`config.mk`:
```
export PLATFORM = sky130hd
export DESIGN_NAME = node_id_mac_directory
export DESIGN_NICKNAME = d
export VERILOG_FILES = /design/src/rtl/nmd_pkg.sv /design/src/rtl/node_id_mac_directory.sv /design/src/rtl/nmd_slot_map.sv /design/src/rtl/nmd_mac_store.sv
export SDC_FILE = /design/constraint.sdc
export NUM_CORES = 2
export LEC_CHECK = 0
export ABC_AREA = 1
export BUFFER_PORTS_ARGS = -buffer_cell sky130_fd_sc_hd__buf_2
export CAP_MARGIN = 40
export CELL_PAD_IN_SITES_DETAIL_PLACEMENT = 0
export CELL_PAD_IN_SITES_GLOBAL_PLACEMENT = 1
export CORE_AREA = 2 2 594 596
export DETAILED_ROUTE_END_ITERATION = 12
export DIE_AREA = 0 0 596 598
export PLACE_DENSITY = 0.47
export SYNTH_ARGS = -nofsm -noshare
export SYNTH_HDL_FRONTEND = slang
export SYNTH_SLANG_ARGS = --single-unit
```
`constraint.sdc`:
```
create_clock -name clk -period 7.55 [get_ports clk]
set_clock_uncertainty 0.1 [all_clocks]
set_input_delay 0.755 -clock clk [delete_from_list [all_inputs] [get_ports clk]]
set_output_delay 0.755 -clock clk [all_outputs]
set_load 0.02 [all_outputs]
```
`src/rtl/nmd_pkg.sv`:
```
// ----------------------------------------------------------------------------
// nmd_pkg
// Shared types and codes of the node id to mac directory.
// ----------------------------------------------------------------------------
package nmd_pkg;

	localparam int ID_W     = 8;
	localparam int ID_DEPTH = 1 << ID_W;
	localparam int MAC_W    = 48;
	localparam int SLOT_W   = 8;
	localparam int STATUS_W = 3;

	localparam logic OP_UPDATE = 1'b0;
	localparam logic OP_LOOKUP = 1'b1;

	localparam logic [STATUS_W-1:0] ST_UPDATED  = 3'd0;
	localparam logic [STATUS_W-1:0] ST_INSERTED = 3'd1;
	localparam logic [STATUS_W-1:0] ST_FULL     = 3'd2;
	localparam logic [STATUS_W-1:0] ST_HIT      = 3'd3;
	localparam logic [STATUS_W-1:0] ST_MISS     = 3'd4;

	typedef struct packed {
		logic              hit;
		logic [SLOT_W-1:0] slot;
	} map_rd_t;

	typedef struct packed {
		logic              en;
		logic [ID_W-1:0]   node_id;
		logic [SLOT_W-1:0] slot;
	} map_wr_t;

endpackage

```
`src/rtl/node_id_mac_directory.sv`:
```
// ----------------------------------------------------------------------------
// node_id_mac_directory
// Directory of node ids to mac addresses with update, first free insert
// and lookup requests.
// ----------------------------------------------------------------------------
// a request passes the slot map read and stage one registers, then the
//   status and mac read registers to its result strobe; no new request is
//   taken while one is in stage one, for its mac memory read or write
// busy is high for the cycle after a request is taken; results cannot stall
// reset clears the id valid bits and the fill count at once, no clearing pass
module node_id_mac_directory #(
	parameter int NUM_ENTRIES = 16
) (
	input  logic                         clk,
	input  logic                         arst_n,
	input  logic                         start,
	output logic                         busy,
	input  logic                         opcode,
	input  logic [nmd_pkg::ID_W-1:0]     node_id,
	input  logic [nmd_pkg::MAC_W-1:0]    mac_address,
	output logic                         done,
	output logic [nmd_pkg::STATUS_W-1:0] status,
	output logic [nmd_pkg::MAC_W-1:0]    found_mac
);

	localparam int IDX_W = (NUM_ENTRIES > 1) ? $clog2(NUM_ENTRIES) : 1;
	localparam int CNT_W = $clog2(NUM_ENTRIES + 1);

	logic                         accept;
	logic                         valid_s1;
	logic                         op_s1;
	logic [nmd_pkg::ID_W-1:0]     id_s1;
	logic [nmd_pkg::MAC_W-1:0]    mac_s1;
	logic                         valid_s2;
	logic [nmd_pkg::STATUS_W-1:0] status_s2;
	logic [CNT_W-1:0]             fill_q;

	nmd_pkg::map_rd_t             map_rd;
	nmd_pkg::map_wr_t             map_wr;
	logic                         full;
	logic                         mac_wr_en;
	logic                         mac_rd_en;
	logic [IDX_W-1:0]             mac_idx;
	logic [nmd_pkg::MAC_W-1:0]    mac_rd_data;
	logic [nmd_pkg::STATUS_W-1:0] status_next;

	assign accept = start & ~valid_s1;
	assign busy   = valid_s1;
	assign full   = (fill_q == CNT_W'(NUM_ENTRIES));

	nmd_slot_map u_slot_map (
		.clk    (clk),
		.arst_n (arst_n),
		.rd_en  (accept),
		.rd_id  (node_id),
		.rd     (map_rd),
		.wr     (map_wr)
	);

	always_comb begin
		mac_wr_en      = 1'b0;
		mac_rd_en      = 1'b0;
		mac_idx        = map_rd.slot[IDX_W-1:0];
		map_wr.en      = 1'b0;
		map_wr.node_id = id_s1;
		map_wr.slot    = nmd_pkg::SLOT_W'(fill_q[IDX_W-1:0]);
		status_next    = nmd_pkg::ST_MISS;
		if (op_s1 == nmd_pkg::OP_LOOKUP) begin
			mac_rd_en   = valid_s1 & map_rd.hit;
			status_next = map_rd.hit ? nmd_pkg::ST_HIT : nmd_pkg::ST_MISS;
		end else if (map_rd.hit) begin
			mac_wr_en   = valid_s1;
			status_next = nmd_pkg::ST_UPDATED;
		end else if (!full) begin
			mac_wr_en   = valid_s1;
			map_wr.en   = valid_s1;
			mac_idx     = fill_q[IDX_W-1:0];
			status_next = nmd_pkg::ST_INSERTED;
		end else begin
			status_next = nmd_pkg::ST_FULL;
		end
	end

	nmd_mac_store #(
		.DEPTH (NUM_ENTRIES),
		.IDX_W (IDX_W)
	) u_mac_store (
		.clk     (clk),
		.wr_en   (mac_wr_en),
		.wr_idx  (mac_idx),
		.wr_data (mac_s1),
		.rd_en   (mac_rd_en),
		.rd_idx  (mac_idx),
		.rd_data (mac_rd_data)
	);

	// control
	always_ff @(posedge clk or negedge arst_n) begin
		if (!arst_n) begin
			valid_s1 <= 1'b0;
			valid_s2 <= 1'b0;
			fill_q   <= '0;
		end else begin
			valid_s1 <= accept;
			valid_s2 <= valid_s1;
			if (map_wr.en) begin
				fill_q <= fill_q + CNT_W'(1);
			end
		end
	end

	// request payload
	always_ff @(posedge clk) begin
		if (accept) begin
			op_s1  <= opcode;
			id_s1  <= node_id;
			mac_s1 <= mac_address;
		end
		if (valid_s1) begin
			status_s2 <= status_next;
		end
	end

	assign done      = valid_s2;
	assign status    = status_s2;
	assign found_mac = (status_s2 == nmd_pkg::ST_HIT) ? mac_rd_data : '0;

endmodule

```
`src/rtl/nmd_slot_map.sv`:
```
// ----------------------------------------------------------------------------
// nmd_slot_map
// Maps every node id to its table slot: one valid bit per id and a
// synchronous slot memory indexed by id.
// ----------------------------------------------------------------------------
module nmd_slot_map (
	input  logic                   clk,
	input  logic                   arst_n,
	input  logic                   rd_en,
	input  logic [nmd_pkg::ID_W-1:0] rd_id,
	output nmd_pkg::map_rd_t       rd,
	input  nmd_pkg::map_wr_t       wr
);

	logic [nmd_pkg::ID_DEPTH-1:0] id_valid_q;
	logic [nmd_pkg::SLOT_W-1:0]   slot_mem [nmd_pkg::ID_DEPTH];
	nmd_pkg::map_rd_t             rd_q;

	always_ff @(posedge clk or negedge arst_n) begin
		if (!arst_n) begin
			id_valid_q <= '0;
		end else if (wr.en) begin
			id_valid_q[wr.node_id] <= 1'b1;
		end
	end

	always_ff @(posedge clk) begin
		if (wr.en) begin
			slot_mem[wr.node_id] <= wr.slot;
		end
		if (rd_en) begin
			rd_q.hit  <= id_valid_q[rd_id];
			rd_q.slot <= slot_mem[rd_id];
		end
	end

	assign rd = rd_q;

endmodule

```
`src/rtl/nmd_mac_store.sv`:
```
// ----------------------------------------------------------------------------
// nmd_mac_store
// Mac address memory: one write port, one read port with registered data.
// ----------------------------------------------------------------------------
module nmd_mac_store #(
	parameter int DEPTH = 16,
	parameter int IDX_W = 4
) (
	input  logic                      clk,
	input  logic                      wr_en,
	input  logic [IDX_W-1:0]          wr_idx,
	input  logic [nmd_pkg::MAC_W-1:0] wr_data,
	input  logic                      rd_en,
	input  logic [IDX_W-1:0]          rd_idx,
	output logic [nmd_pkg::MAC_W-1:0] rd_data
);

	logic [nmd_pkg::MAC_W-1:0] mem [DEPTH];
	logic [nmd_pkg::MAC_W-1:0] rd_data_q;

	always_ff @(posedge clk) begin
		if (wr_en) begin
			mem[wr_idx] <= wr_data;
		end
		if (rd_en) begin
			rd_data_q <= mem[rd_idx];
		end
	end

	assign rd_data = rd_data_q;

endmodule

```
==> results.tsv <==
metric	value	unit
area_growth	17.66	%
p_leak	37.93	nW
path_max_fanout	65	
setup-violations-final	0	
cp.arrival	5650	ps
first_pass_iters	6	
tritoncts	yes	
clk_path_buf_depth	4	
dp_hpwl	156500	um
status	completed	
first_global_vias	56652	
syn_inst	7527	
post_cts_buffers	0	
antenna_found_initial	15	
worstHoldPathType	in2reg	
globalplace.congestion	0.7622	
drc_errors	0	
cp-start-kind	register	
irDropWorstVdd	0.0001654	V
clkTransAtPathRegs	60	ps
hold_viol	0	
synthesis.area	87050	sq um
dpl_cell_area	93430	sq um
crit_path_end	u_mac_store.mem[6][18]$_DFFE_PP_	
worstReg2RegStart	fill_q[1]$_DFFE_PN0P_	
maxCapViolCount	0	
r2r-end	u_mac_store.mem[6][18]$_DFFE_PP_	
grt_max_degree	164	
ant_nets	0	
synth-seq-cells	2168	
clock.fmax	0.1903	GHz
synth.net_count	7589	
p_per_area	294.5	nW/um^2
vias_per_cell	4.536	
slew_viol_final	0	
min_period	5254	ps
rows	218	
wl_per_cell	22.57	um
critical_path_class	reg2reg	
r2r_cells	10	
period_share	0.6959	
min_from	mac_address[6]	
drt_first_iter_violations	4387	
portBuffers	112	
postLayoutCellArea	102400	sq um
power	0.03017	W
wl	281100	um
startpoint	fill_q[1]$_DFFE_PN0P_	
syn_area_per_cell	11.56	sq um
drive_above_1_share	0.1179	
ys_seq_area_frac	0.7328	
synth.distinct_cells	28	
setup-tns-final	0	ps
rrSetupSlack	2300	ps
gr-total-overflow	0	
slew_headroom	0.3213	
ys_warn_count	0	
cts_htree_levels	5	
start_util	0.2482	
fp.dieArea	356400	sq um
grt_pass1_wl	406400	um
worstSkewPairLatency	880	ps
cts_buffers	264	
crit_path_end_kind	register	
cts.sinks	2168	
clockRootBuffer	clkbuf_16	
rsz0062_at_grt	false	
required	7940	ps
grt.total_usage	0.1541	
ios	113	
vias	56490	
die_h	598	um
worstMarginPinSlew	1018	ps
core	350800	sq um
nets	7686	
die_w	596	um
state kept, by name (all words and copies together), names as in the netlist:
| register | count |
|---|---|
| status | 3 |
| id_s1 | 8 |
| mac_s1 | 48 |
| fill_q | 5 |
| done | 1 |
| u_slot_map.rd | 5 |
| busy | 1 |
| u_mac_store.mem | 768 |
| op_s1 | 1 |
| u_slot_map.slot_mem | 1024 |
| u_mac_store.rd_data | 48 |
| u_slot_map.id_valid_q | 256 |
metrics by stage:
step           hold slack [ps]  std cells  setup slack, ps  utilization
2_1_floorplan            324.4       7527            25.53            -
3_3_place_gp             336.9      11907             2124       0.2648
3_5_place_dp             347.5      11928             2202       0.2664
4_1_cts                  6.656      12450             2138       0.2919
5_1_grt                  18.97      12452             1926       0.2920
6_report                 62.19      12453             2296       0.2920
metal layers:
metal / wire length (um) / GRT usage / share of wire / vias to the layer above
met5: 24 / 0 / 0.000085 / -
met4: 7152 / 0.04063 / 0.025 / 4
met3: 12230 / 0.02139 / 0.043 / 370
met2: 130400 / 0.2480 / 0.46 / 1286
met1: 131400 / 0.2171 / 0.47 / 28522
li1: - / - / - / 26308
power breakdown:
group | internal [W] | switching, W | total (W)
combinational | 0.000666 | 0.00255 | 0.00321
clock | 0.00746 | 0.00514 | 0.0126
sequential | 0.0141 | 0.000271 | 0.0143
how the worst min path moves through the flow:
stage | endpoint | slack [ps] | depth (start not counted)
floorplan | u_slot_map.id_valid_q[128]$_DFFE_PN0P_ | 320 | 2
global placement | u_slot_map.id_valid_q[224]$_DFFE_PN0P_ | 340 | 2
detailed placement | u_slot_map.id_valid_q[80]$_DFFE_PN0P_ | 350 | 2
CTS | mac_s1[6]$_DFFE_PP_ | 7 | 1
global route | mac_s1[6]$_DFFE_PP_ | 20 | 1
finish | mac_s1[6]$_DFFE_PP_ | 60 | 1
worst max-delay path, cell delays in order, from the launching register on:
cell     delay, ps
dfrtp_4        850
inv_1          240
ha_1           250
nand4_2        140
nand3_4        400
nand2_8        540
nand2_1        200
inv_6          450
nand2_1        400
nor2_4         820
buf_12         370
placed cells by master (no fill, tap or decap), types with 3 or more instances in the layout:
master and n:
clkbuf_8 14, nand3_1 1563, o21ai_1 25, inv_1 77, or2_2 252, clkinv_4 3, nand2_1 2448, inv_6 14
buf_16 17, nand4_1 50, nor2_1 327, clkinvlp_4 4, buf_4 91, inv_2 4, dfrtp_1 259, dlygate4sd3_1 49
nor2_4 23, dfrtp_4 4, nand2_2 17, clkbuf_16 273, clkbuf_1 62, o21ai_0 33, bufinv_16 20, edfxtp_1 1905
a21oi_1 52, clkinv_1 47, buf_12 24, xor2_1 4, buf_2 107, buf_8 6, clkinv_8 6, clkinv_2 33
repair_timing:
action | CTS | global route
endpoints found under the hold margin | 119 | 0
hold buffers | 49 | 0
resized for setup | 0 | 0
synthesized netlist by cell type, drive strengths merged:
cell    instances  area share
inv            87      0.0038
ha              2     0.00029
o211ai          1    0.000086
clkinv          1    0.000043
nor3            1    0.000057
o21ai          59      0.0034
nand3b          1    0.000086
buf           242       0.013
dfrtp         263       0.076
nand2        2467        0.11
edfxtp       1905        0.66
clkbuf        222      0.0096
xor2            4     0.00040
nand4          51      0.0037
a21oi          52      0.0030
nand3        1564       0.090
nor2          351       0.015
a22oi           2     0.00017
or2           252       0.018
cell families (layout without fill, tap and decap cells):
group	count (synthesis)	in the layout	share of synthesized area
and+or+nand+nor	4687	4687	0.2336
AOI/OAI and AO/OA	114	114	0.006684
other	0	2	0
adders and majority gates	2	2	0.0002874
buffers and inverters	552	856	0.02622
xor gates and xnor gates	4	4	0.0004024
DFF	2168	2168	0.7328
cell type report:
type,count,area [sq um]
clock buffer,349,7257
tap,4620,5781
inverter,88,361.6
clock inverter,124,1224
fill,35913,248400
multi-input combinational,4807,21230
sequential,2168,63800
timing repair buffer,295,2759
antenna,2,5.005
No activity file was read; power rests on OpenSTA's default activity.
